**src/rtl/keypad_serial_shift_reader_unit_macros.svh**
```systemverilog
// ----------------------------------------------------------------------------
// keypad serial shift reader assertion macros
// shared concurrent assertion forms, clocked and held off during reset
// ----------------------------------------------------------------------------
`ifndef KEYPAD_SERIAL_SHIFT_READER_UNIT_MACROS_SVH
`define KEYPAD_SERIAL_SHIFT_READER_UNIT_MACROS_SVH

// same-cycle implication
`define KSSR_ASSERT_NOW(label, clk, rst_n, pre, post) \
    label: assert property (@(posedge clk) disable iff (!rst_n) (pre) |-> (post)) \
        else $error("kssr assertion failed");

// next-cycle implication
`define KSSR_ASSERT_NEXT(label, clk, rst_n, pre, post) \
    label: assert property (@(posedge clk) disable iff (!rst_n) (pre) |=> (post)) \
        else $error("kssr assertion failed");

`endif

```
**src/rtl/kssr_pkg.sv**
```systemverilog
// ----------------------------------------------------------------------------
// kssr package
// shared types and constants of the keypad serial shift reader
// ----------------------------------------------------------------------------
`default_nettype none

package kssr_pkg;

    localparam int unsigned BUTTON_W  = 27;
    localparam int unsigned SERIAL_LEN = 32;
    localparam int unsigned POS_W     = 6;

    // bit places in the button word
    localparam int unsigned BTN_B     = 0;
    localparam int unsigned BTN_UP    = 4;
    localparam int unsigned BTN_DOWN  = 5;
    localparam int unsigned BTN_LEFT  = 6;
    localparam int unsigned BTN_RIGHT = 7;
    localparam int unsigned BTN_END   = 26;

    // signature nibble for serial positions 15..12
    localparam logic [3:0] SIGNATURE = 4'b1101;

    typedef enum logic [0:0] {
        FUNC_LATCH = 1'b0,
        FUNC_READ  = 1'b1
    } t_func;

    typedef struct packed {
        logic [0:0]          func;
        logic                latch_level;
        logic [BUTTON_W-1:0] buttons;
    } t_item;

    typedef struct packed {
        logic  fire;
        t_item item;
    } t_step;

    typedef struct packed {
        logic load;
        logic serial_bit;
    } t_result;

endpackage

`default_nettype wire

```
**src/rtl/kssr_if.sv**
```systemverilog
// ----------------------------------------------------------------------------
// kssr channel interfaces
// valid/ready channels for the request word and the serial result word
// ----------------------------------------------------------------------------
`default_nettype none

interface kssr_in_if;
    logic                          valid;
    logic                          ready;
    logic [0:0]                    func;
    logic                          latch_level;
    logic [kssr_pkg::BUTTON_W-1:0] buttons;

    modport source (output valid, output func, output latch_level, output buttons,
                    input ready);
    modport sink   (input valid, input func, input latch_level, input buttons,
                    output ready);
endinterface

interface kssr_out_if;
    logic valid;
    logic ready;
    logic serial_bit;

    modport source (output valid, output serial_bit, input ready);
    modport sink   (input valid, input serial_bit, output ready);
endinterface

`default_nettype wire

```
**src/rtl/kssr_in_reg.sv**
```systemverilog
// ----------------------------------------------------------------------------
// kssr input register
// holds one accepted request word until the core consumes it
// ----------------------------------------------------------------------------
`default_nettype none

module kssr_in_reg (
    input  wire logic            i_clk,
    input  wire logic            i_rst_n,
    kssr_in_if.sink              i_in,
    input  wire logic            i_advance,
    output      logic            o_valid,
    output      kssr_pkg::t_item o_item
);

    logic            r_valid;
    kssr_pkg::t_item r_item;
    logic            n_valid;
    logic            w_take;

    assign i_in.ready = !r_valid || i_advance;
    assign w_take     = i_in.valid && i_in.ready;

    always_comb begin
        n_valid = r_valid;
        if (w_take) begin
            n_valid = 1'b1;
        end else if (i_advance) begin
            n_valid = 1'b0;
        end
    end

    always_ff @(posedge i_clk) begin
        if (!i_rst_n) begin
            r_valid <= 1'b0;
        end else begin
            r_valid <= n_valid;
        end
    end

    // payload, no reset
    always_ff @(posedge i_clk) begin
        if (w_take) begin
            r_item.func        <= i_in.func;
            r_item.latch_level <= i_in.latch_level;
            r_item.buttons     <= i_in.buttons;
        end
    end

    assign o_valid = r_valid;
    assign o_item  = r_item;

endmodule

`default_nettype wire

```
**src/rtl/kssr_core.sv**
```systemverilog
// ----------------------------------------------------------------------------
// kssr core
// latch tracking, button snapshot, direction rule and serial bit select
// ----------------------------------------------------------------------------
`default_nettype none

`include "keypad_serial_shift_reader_unit_macros.svh"

module kssr_core (
    input  wire logic              i_clk,
    input  wire logic              i_rst_n,
    input  wire kssr_pkg::t_step   i_step,
    output      kssr_pkg::t_result o_result
);

    logic                                r_latch;
    logic [kssr_pkg::POS_W-1:0]          r_pos;
    logic [kssr_pkg::BUTTON_W-1:0]       r_snap;
    logic                                r_up, r_down, r_left, r_right;
    logic                                r_vhold, r_hhold;

    logic                                n_latch;
    logic [kssr_pkg::POS_W-1:0]          n_pos;
    logic [kssr_pkg::BUTTON_W-1:0]       n_snap;
    logic                                n_up, n_down, n_left, n_right;
    logic                                n_vhold, n_hhold;

    logic                                w_is_read;
    logic                                w_edge;
    logic                                w_up, w_down, w_left, w_right;
    logic [kssr_pkg::SERIAL_LEN-1:0]     w_serial;
    logic                                w_bit;

    assign w_is_read = (i_step.item.func == kssr_pkg::FUNC_READ);
    assign w_edge    = !w_is_read && (i_step.item.latch_level != r_latch);

    assign w_up    = i_step.item.buttons[kssr_pkg::BTN_UP];
    assign w_down  = i_step.item.buttons[kssr_pkg::BTN_DOWN];
    assign w_left  = i_step.item.buttons[kssr_pkg::BTN_LEFT];
    assign w_right = i_step.item.buttons[kssr_pkg::BTN_RIGHT];

    // serial frame, low bit first: snapshot bits, stored directions, snapshot bits, signature, keys, zero, end
    assign w_serial = {r_snap[kssr_pkg::BTN_END], 1'b0, r_snap[25:12],
                       kssr_pkg::SIGNATURE, r_snap[11:8],
                       r_right, r_left, r_down, r_up, r_snap[3:0]};

    always_comb begin
        if (r_latch) begin
            w_bit = i_step.item.buttons[kssr_pkg::BTN_B];
        end else if (r_pos[kssr_pkg::POS_W-1]) begin
            w_bit = 1'b1;
        end else begin
            w_bit = w_serial[r_pos[kssr_pkg::POS_W-2:0]];
        end
    end

    always_comb begin
        n_latch = r_latch;
        n_pos   = r_pos;
        n_snap  = r_snap;
        n_up    = r_up;
        n_down  = r_down;
        n_left  = r_left;
        n_right = r_right;
        n_vhold = r_vhold;
        n_hhold = r_hhold;
        if (i_step.fire) begin
            if (w_edge) begin
                n_latch = i_step.item.latch_level;
                n_pos   = '0;
                if (!i_step.item.latch_level) begin
                    n_snap = i_step.item.buttons;
                    if (!(w_up && w_down)) begin
                        n_vhold = 1'b0;
                        n_up    = w_up;
                        n_down  = w_down;
                    end else if (!r_vhold) begin
                        n_vhold = 1'b1;
                        n_up    = r_down;
                        n_down  = r_up;
                    end
                    if (!(w_left && w_right)) begin
                        n_hhold = 1'b0;
                        n_left  = w_left;
                        n_right = w_right;
                    end else if (!r_hhold) begin
                        n_hhold = 1'b1;
                        n_left  = r_right;
                        n_right = r_left;
                    end
                end
            end else if (w_is_read && !r_latch && !r_pos[kssr_pkg::POS_W-1]) begin
                n_pos = r_pos + kssr_pkg::POS_W'(1);
            end
        end
    end

    always_ff @(posedge i_clk) begin
        if (!i_rst_n) begin
            r_latch <= 1'b0;
            r_pos   <= '0;
            r_snap  <= '0;
            r_up    <= 1'b0;
            r_down  <= 1'b0;
            r_left  <= 1'b0;
            r_right <= 1'b0;
            r_vhold <= 1'b0;
            r_hhold <= 1'b0;
        end else begin
            r_latch <= n_latch;
            r_pos   <= n_pos;
            r_snap  <= n_snap;
            r_up    <= n_up;
            r_down  <= n_down;
            r_left  <= n_left;
            r_right <= n_right;
            r_vhold <= n_vhold;
            r_hhold <= n_hhold;
        end
    end

    assign o_result.load       = i_step.fire && w_is_read;
    assign o_result.serial_bit = w_bit;

    `KSSR_ASSERT_NOW(a_pos_bound, i_clk, i_rst_n, 1'b1,
        r_pos <= kssr_pkg::POS_W'(kssr_pkg::SERIAL_LEN))
    `KSSR_ASSERT_NEXT(a_pos_step, i_clk, i_rst_n,
        i_step.fire && w_is_read && !r_latch && !r_pos[kssr_pkg::POS_W-1],
        r_pos == $past(r_pos) + kssr_pkg::POS_W'(1))
    `KSSR_ASSERT_NEXT(a_edge_restart, i_clk, i_rst_n, i_step.fire && w_edge,
        r_pos == '0)
    `KSSR_ASSERT_NOW(a_vhold_snap, i_clk, i_rst_n, r_vhold,
        r_snap[kssr_pkg::BTN_UP] && r_snap[kssr_pkg::BTN_DOWN])
    `KSSR_ASSERT_NOW(a_hhold_snap, i_clk, i_rst_n, r_hhold,
        r_snap[kssr_pkg::BTN_LEFT] && r_snap[kssr_pkg::BTN_RIGHT])

endmodule

`default_nettype wire

```
**src/rtl/kssr_out_reg.sv**
```systemverilog
// ----------------------------------------------------------------------------
// kssr output register
// holds one serial result word until the sink takes it
// ----------------------------------------------------------------------------
`default_nettype none

module kssr_out_reg (
    input  wire logic              i_clk,
    input  wire logic              i_rst_n,
    input  wire kssr_pkg::t_result i_result,
    output      logic              o_free,
    kssr_out_if.source             o_out
);

    logic r_valid;
    logic r_bit;
    logic n_valid;

    assign o_free = !r_valid || o_out.ready;

    always_comb begin
        n_valid = r_valid;
        if (i_result.load) begin
            n_valid = 1'b1;
        end else if (o_out.ready) begin
            n_valid = 1'b0;
        end
    end

    always_ff @(posedge i_clk) begin
        if (!i_rst_n) begin
            r_valid <= 1'b0;
        end else begin
            r_valid <= n_valid;
        end
    end

    always_ff @(posedge i_clk) begin
        if (i_result.load) begin
            r_bit <= i_result.serial_bit;
        end
    end

    assign o_out.valid      = r_valid;
    assign o_out.serial_bit = r_bit;

endmodule

`default_nettype wire

```
**src/rtl/keypad_serial_shift_reader_unit.sv**
```systemverilog
// path: an accepted read word goes from the input register through the core into
//   the output register, and waits in the input register while that slot is not free
// throughput: one word per cycle while the sink takes each result, set by the single
//   core pass between the input register and the output register
// latch writes give no result word and retire in the cycle after acceptance
// reset (synchronous, active low) clears the latch, bit position, snapshot
//   and direction flags, and empties both registers
// ----------------------------------------------------------------------------
// keypad serial shift reader unit
// serial game-pad keypad port with latch tracking and a 32-bit shift frame
// ----------------------------------------------------------------------------
`default_nettype none

module keypad_serial_shift_reader_unit (
    input  wire logic  i_clk,
    input  wire logic  i_rst_n,
    kssr_in_if.sink    i_in,
    kssr_out_if.source o_out
);

    // input register outputs
    logic              w_s1_valid;
    kssr_pkg::t_item   w_s1_item;

    // core handshake
    kssr_pkg::t_step   w_step;
    kssr_pkg::t_result w_result;
    logic              w_out_free;
    logic              w_advance;

    // a latch write never needs the output slot, a read needs it free
    assign w_advance = w_s1_valid &&
                       ((w_s1_item.func == kssr_pkg::FUNC_LATCH) || w_out_free);

    assign w_step.fire = w_advance;
    assign w_step.item = w_s1_item;

    kssr_in_reg u_in_reg (
        .i_clk     (i_clk),
        .i_rst_n   (i_rst_n),
        .i_in      (i_in),
        .i_advance (w_advance),
        .o_valid   (w_s1_valid),
        .o_item    (w_s1_item)
    );

    // latch, position, snapshot and direction rule; picks the data bit
    kssr_core u_core (
        .i_clk    (i_clk),
        .i_rst_n  (i_rst_n),
        .i_step   (w_step),
        .o_result (w_result)
    );

    // result word waits here so the input side keeps moving
    kssr_out_reg u_out_reg (
        .i_clk    (i_clk),
        .i_rst_n  (i_rst_n),
        .i_result (w_result),
        .o_free   (w_out_free),
        .o_out    (o_out)
    );

endmodule

`default_nettype wire
```
**src/flat_wrapper.sv**
```systemverilog
// flat-port wrapper written by rule: the top's interface ports become plain ports
module keypad_serial_shift_reader_unit_flat 
  (i_clk, i_rst_n, i_in_valid, i_in_func, i_in_latch_level, i_in_buttons, i_in_ready, o_out_valid, o_out_serial_bit, o_out_ready);
  kssr_in_if i_in_i ();
  kssr_out_if o_out_i ();
  input  wire logic i_clk;
  input  wire logic i_rst_n;
  input wire logic [$bits(i_in_i.valid)-1:0] i_in_valid;
  input wire logic [$bits(i_in_i.func)-1:0] i_in_func;
  input wire logic [$bits(i_in_i.latch_level)-1:0] i_in_latch_level;
  input wire logic [$bits(i_in_i.buttons)-1:0] i_in_buttons;
  output wire logic [$bits(i_in_i.ready)-1:0] i_in_ready;
  output wire logic [$bits(o_out_i.valid)-1:0] o_out_valid;
  output wire logic [$bits(o_out_i.serial_bit)-1:0] o_out_serial_bit;
  input wire logic [$bits(o_out_i.ready)-1:0] o_out_ready;
  assign i_in_i.valid = i_in_valid;
  assign i_in_i.func = i_in_func;
  assign i_in_i.latch_level = i_in_latch_level;
  assign i_in_i.buttons = i_in_buttons;
  assign i_in_ready = i_in_i.ready;
  assign o_out_valid = o_out_i.valid;
  assign o_out_serial_bit = o_out_i.serial_bit;
  assign o_out_i.ready = o_out_ready;
  keypad_serial_shift_reader_unit u_core (.i_clk(i_clk), .i_rst_n(i_rst_n), .i_in(i_in_i), .o_out(o_out_i));
endmodule
```
**config.mk**
```make
export PLATFORM = sky130hd
export DESIGN_NAME = keypad_serial_shift_reader_unit_flat
export DESIGN_NICKNAME = d
export VERILOG_FILES = /design/src/rtl/kssr_pkg.sv /design/src/rtl/kssr_if.sv /design/src/rtl/kssr_in_reg.sv /design/src/rtl/kssr_core.sv /design/src/rtl/kssr_out_reg.sv /design/src/rtl/keypad_serial_shift_reader_unit.sv /design/src/flat_wrapper.sv
export VERILOG_INCLUDE_DIRS = /design/src /design/src/rtl
export SDC_FILE = /design/constraint.sdc
export NUM_CORES = 1
export LEC_CHECK = 0
export ABC_CLOCK_PERIOD_IN_PS = 3100
export BUFFER_PORTS_ARGS = -buffer_cell sky130_fd_sc_hd__buf_4
export CAP_MARGIN = 0
export CELL_PAD_IN_SITES_DETAIL_PLACEMENT = 0
export CELL_PAD_IN_SITES_GLOBAL_PLACEMENT = 1
export CORE_MARGIN = 5
export CORE_UTILIZATION = 40
export DETAILED_ROUTE_END_ITERATION = 16
export HOLD_SLACK_MARGIN = 0.02
export PLACE_DENSITY = 0.69
export SLEW_MARGIN = 20
export SYNTH_ARGS = -nofsm -noshare
export SYNTH_HDL_FRONTEND = slang
export SYNTH_SLANG_ARGS = --single-unit
```
**constraint.sdc**
```tcl
create_clock -name i_clk -period 3.1 [get_ports i_clk]
set_clock_uncertainty 0.15 [all_clocks]
set_input_delay 0.155 -clock i_clk [delete_from_list [all_inputs] [get_ports i_clk]]
set_output_delay 0.155 -clock i_clk [all_outputs]
set_load 0.01 [all_outputs]
```
======== Word level (Yosys, flattened, before mapping) ========
Index checks and enable logic that the tools add are counted.
operators by class
  add/sub/neg operators ................... 1
  $lt $le $gt $ge ......................... 1
  equal/unequal tests ..................... 3
  muxes and demuxes ....................... 20
  bitwise logic cells ..................... 2
  reductions and logical operators ........ 24
operator list
  kind                   count
  $mux W1                17
  $mux W6                2
  $logic_and A1 B1 Y1    8
  $reduce_and A4 Y1      2
  $add A6 B1 Y6 const B  1
  $lt A5 B6 Y1 const B   1
  $reduce_bool A2 Y1     3
  $bmux W1 S5            1
  $logic_not A1 Y1       5
  $ne A2 B2 Y1 const B   2
  $reduce_and A2 Y1      2
  $logic_or A1 B1 Y1     3
  $reduce_and A3 Y1      1
  $not A1 Y1             2
  $ne A1 B1 Y1           1
word-level totals
  bits in registers ....................... 72
  input bits .............................. 33
  output and inout bits ................... 3
  logic and storage cells ................. 66

======== Logic depth before layout (Yosys ltp) ========
  depth after elaboration ................. 7
  mapped depth ............................ 7
  depth with buffers taken out ............ 6

======== Modules after synthesis ========
Synthesis repeated with hierarchy kept, for this count alone.
second synthesis, totals
  cells, all modules ...................... 249
  area, all modules ....................... 2,831.5 µm²
by module, submodules not included
  module                           times used  cells an instance  area an instance (µm²)  seq. area each (µm²)
  kssr_core                        1           208                1,813.0                 720.7
  kssr_in_reg                      1           34                 928.4                   890.9
  kssr_out_reg                     1           5                  78.8                    50.0
  keypad_serial_shift_reader_unit  1           2                  11.3                    0.0

======== Worst setup path after synthesis ========
No wires, ideal clock.
  path type ............................... reg2reg
  from .................................... reg u_core.u_in_reg.r_item (netlist bit u_core.u_in_reg.o_item[28])
  to ...................................... reg u_core.u_in_reg.r_item (netlist bit u_core.u_in_reg.o_item[0]) (enable)
  library setup time ...................... 0.433 ns
  arrival time ............................ 2.287 ns
  required time ........................... 2.517 ns
  path slack .............................. 0.231 ns
  cell stages (with the launch flop) ...... 3
  buffers on the path ..................... 1
  clock period less this slack ............ 2.869 ns
  cell sequence ........................... edfxtp_1 > buf_1 > a31oi_1
on the way
  cells in the longest elaborated chain, start to end .. 5
RTL lines
  what                 line                                   RTL
  from (decl)          kssr_in_reg.sv:17                      kssr_pkg::t_item r_item;
  $not A1 Y1           keypad_serial_shift_reader_unit.sv:33  ((w_s1_item.func == kssr_pkg::FUNC_LATCH) || w_out_free);
  $logic_or A1 B1 Y1   keypad_serial_shift_reader_unit.sv:33
  $logic_and A1 B1 Y1  keypad_serial_shift_reader_unit.sv:32  assign w_advance = w_s1_valid &&
  $logic_or A1 B1 Y1   kssr_in_reg.sv:21                      assign i_in.ready = !r_valid || i_advance;
  $logic_and A1 B1 Y1  kssr_in_reg.sv:22                      assign w_take = i_in.valid && i_in.ready;
No other way between the ends.
A chain may end at the register's enable or synchronous reset.

======== Worst setup path in the final report ========
  from .................................... reg u_core.u_core.r_pos[0] in the netlist's numbering
  to ...................................... reg u_core.u_out_reg.r_bit, in the netlist u_core.u_out_reg.o_out.serial_bit (data pin)
on the way
  cells in the longest elaborated chain, start to end .. 4
RTL lines
  what                           line                RTL
  from (decl)                    kssr_core.sv:17     logic [kssr_pkg::POS_W-1:0] r_pos;
  from (signal assigned)         kssr_core.sv:111    r_pos <= n_pos;
  $bmux W1 S5                    kssr_core.sv:53     w_bit = w_serial[r_pos[kssr_pkg::POS_W-2:0]];
  $mux W1 (not written as such)  kssr_core.sv:53
  $mux W1                        kssr_core.sv:50     end else if (r_pos[kssr_pkg::POS_W-1]) begin
  $mux W1                        kssr_core.sv:48     if (r_latch) begin
  net u_core.u_core.w_bit        kssr_core.sv:32     logic w_bit;
  to (signal assigned)           kssr_out_reg.sv:40  r_bit <= i_result.serial_bit;
  to (decl)                      kssr_out_reg.sv:16  logic r_bit;
The timed path passes the listed nets, and every way through them passes these cells. The select of a mux whose other input is x is not followed.

==> results.md <==
- Final #Nets: 357
- CP Class: reg2reg
- IO Count: 36
- Routed len/inst: 13.2 um
- Total GRT Usage: 0.135
- Ys Warns: 0
- Number of diodes: 0
- H-tree levels: 3
- Sequential area share after synthesis: 0.604
- Post-Syn Nets: 289
- Slowest cell on the critical path: dfxtp_1
- Mapped Cells: 254
- Clk root buf: clkbuf_8
- Overflow left after global routing: 0
- Vias in the first global route: around 2000
- Synthesis-to-finish area growth: 32.0%
- Max Freq: around 450 MHz
- Fill cells: 588
- Slew Viols, Final: 0
- Peak supply drop: 375 uV
- Worst Tran Pin Value: 0.688 ns
- Clock Pin Slew Worst Setup and Hold Paths: 0.07 ns
- Layout cell share with drive strength beyond 1: 0.187
- Port Buffers: 35
- Multi-input gate area: 997 um^2
- DRC: 0
- DRT Pass-1 Iters: 4
- Fin crit share: 0.721
- Register Area: 1660 um^2
- Pwr dens: 519 nW/um^2
- Max FO, Critical Path: 14
- Most frequent cells in the layout: 52 x nand2_1, 39 x buf_4, 38 x dfxtp_1, 36 x a21oi_1, 32 x dlygate4sd3_1
- Place WS: 0.856 ns
- Detailed Route Iter0 Violations: 56
- Starting density of the core: 0.407
- Post-DR vias/cell: 5.04
- Most common cell after layout, fill and taps aside: nand2_1
- Final GP Congestion: 0.782
- Post_cts resized: 0
- Cells along the critical path: mux4_1 -> o2111a_1 -> nor3_1 -> a32oi_1
- Type of origin of the critical path: flop
- Leak: 1.29 nW
- Ys flop type: dfxtp_1
- Max incr delay on CP: 0.70 ns
- Synth cell types: 40
- Setup repair bufs after CTS: 0
- First-pass GRT wire length: 8960 um
- CTS tree: built
- Die area: slightly below 9000 um^2
- Hold Fails Final Rpt: 0
- Worst Path Buf+Inv: 0
- Routed WL: 5360 um
- Num CTS Buffers: 9
- Die X: 93.0 um
- Largest net degree at the start of global routing: 36
- Final worst setup slack: 0.866 ns
- Worst Setup End Kind: flop
- Core Region: roughly 6800 um^2
- Avg Inst Size Synth: 10.8 um^2
- CTS Hold Bufs: 32
- Antenna violations before repair: 0
- Die Span Y: 93.0 um
- Unrepaired setup endpoints after global routing: false
- Max_slew headroom: 0.541
- Post-synth EDFFs: 30
- Data required time at the worst endpoint: 3.02 ns
- Worst skew pair latency: around 0.33 ns
- FF+latch count, synth: 68
- HP Class: reg2reg
- Site row count: 30
- Post-synthesis async set-or-reset flop share: 0
- Clock Sink Count: 68
- Setup TNS: 0 ns
- Cell family with most CP delay: flip-flops
- Status: finished clean
- Via count: 2050
- CTS Buffer Depth: 2
- Final min period: 2.23 ns
- WP data arrival: roughly 2.2 ns
- Maxcap violations: 0
- Endpoints failing setup: 0
- Post-Syn Area: ~2800 um^2
- Post-route ant nets: 0
- Hpwl dp: 3560 um
-- per-stage QoR --
step	instance area, um^2	utilization	cells	total power, mW	hold slack, ns
2_1_floorplan	2750	-	254	1.04	0.104
3_3_place_gp	3100	0.458	359	1.08	0.183
3_5_place_dp	3100	0.458	359	1.08	0.184
4_1_cts	3630	0.538	407	1.91	0.303
5_1_grt	3630	0.538	407	1.96	0.324
6_report	3630	0.538	407	1.89	0.302
-- cells in the mapped netlist (2+ instances only) --
cell type	n	area, um^2
nand2_1	52	195
ha_1	2	25.0
a21oi_1	36	180
edfxtp_1	30	901
o21ai_0	8	40.0
o31ai_1	2	15.0
a31oi_4	2	42.5
nand3_1	6	30.0
or4_1	4	30.0
nor2b_1	3	18.8
mux2_1	2	22.5
nor3_1	4	20.0
mux4_1	4	105
nand2b_1	2	12.5
clkbuf_1	9	33.8
buf_2	3	15.0
inv_1	11	41.3
nor2_1	9	33.8
a31oi_1	2	12.5
dfxtp_1	38	761
mux2i_1	6	60.1
-- registers in the layout, indices dropped and copies added, names as in the netlist --
name	flops
u_core.u_in_reg.o_valid	1
u_core.u_out_reg.o_out.valid	1
u_core.u_core.r_snap	23
u_core.u_core.r_pos	6
u_core.u_core.r_down	1
u_core.u_core.r_up	1
u_core.u_core.r_latch	1
u_core.u_core.r_hhold	1
u_core.u_core.r_right	1
u_core.u_out_reg.o_out.serial_bit	1
u_core.u_in_reg.o_item	29
u_core.u_core.r_vhold	1
u_core.u_core.r_left	1
-- cell type report --
class | instances | area share
clock buffers | 12 | 0.0399
clock inverters | 4 | 0.0200
inverters | 12 | 0.0124
multi-input cells | 160 | 0.274
flip-flops and latches | 68 | 0.457
well taps | 80 | 0.0275
repair buffers | 71 | 0.169
-- logic make-up (layout without fill, tap and decap cells) --
logic type | count (synthesis) | count (layout) | share of synthesized area
simple gates | 88 | 88 | 0.144
flops | 68 | 68 | 0.604
compound gates | 56 | 56 | 0.124
buf+inv | 26 | 99 | 0.0395
mux | 13 | 13 | 0.0764
fa+ha+maj | 2 | 2 | 0.00909
xor+xnor | 1 | 1 | 0.00318
-- power by group --
group	leakage (nW)	total, mW	switching [mW]	internal (mW)
Sequential	0.600	0.983	0.0192	0.964
Clock	0.107	0.791	0.317	0.474
Combinational	0.586	0.112	0.0435	0.0687
-- metal layers --
| metal | global-route usage | part of all wire |
|---|---|---|
| met1 | 0.176 | 0.48 |
| met2 | 0.203 | 0.46 |
| met3 | 0.0317 | 0.036 |
| met4 | 0.0806 | 0.028 |
| met5 | 0 | 0 |
-- tightest hold or removal path: stages (launching register included) --
cell and delay, ns:
dfxtp_1 0.30, nand2_1 0.05, a21oi_1 0.05
-- final timing paths --
| path | slack (ns) | cells past startpoint | from | to |
|---|---|---|---|---|
| hold / removal | 0.30 | 2 | u_core.u_core.r_snap[2] | u_core.u_core.r_snap[2] |
| setup reg to reg | 0.87 | 4 | u_core.u_core.r_pos[0] | u_core.u_out_reg.o_out.serial_bit |
| setup / recovery | 0.87 | 4 | u_core.u_core.r_pos[0] | u_core.u_out_reg.o_out.serial_bit |
| hold reg to reg | 0.30 | 2 | u_core.u_core.r_snap[2] | u_core.u_core.r_snap[2] |
Note: power is estimated with default switching activity, not from simulation.
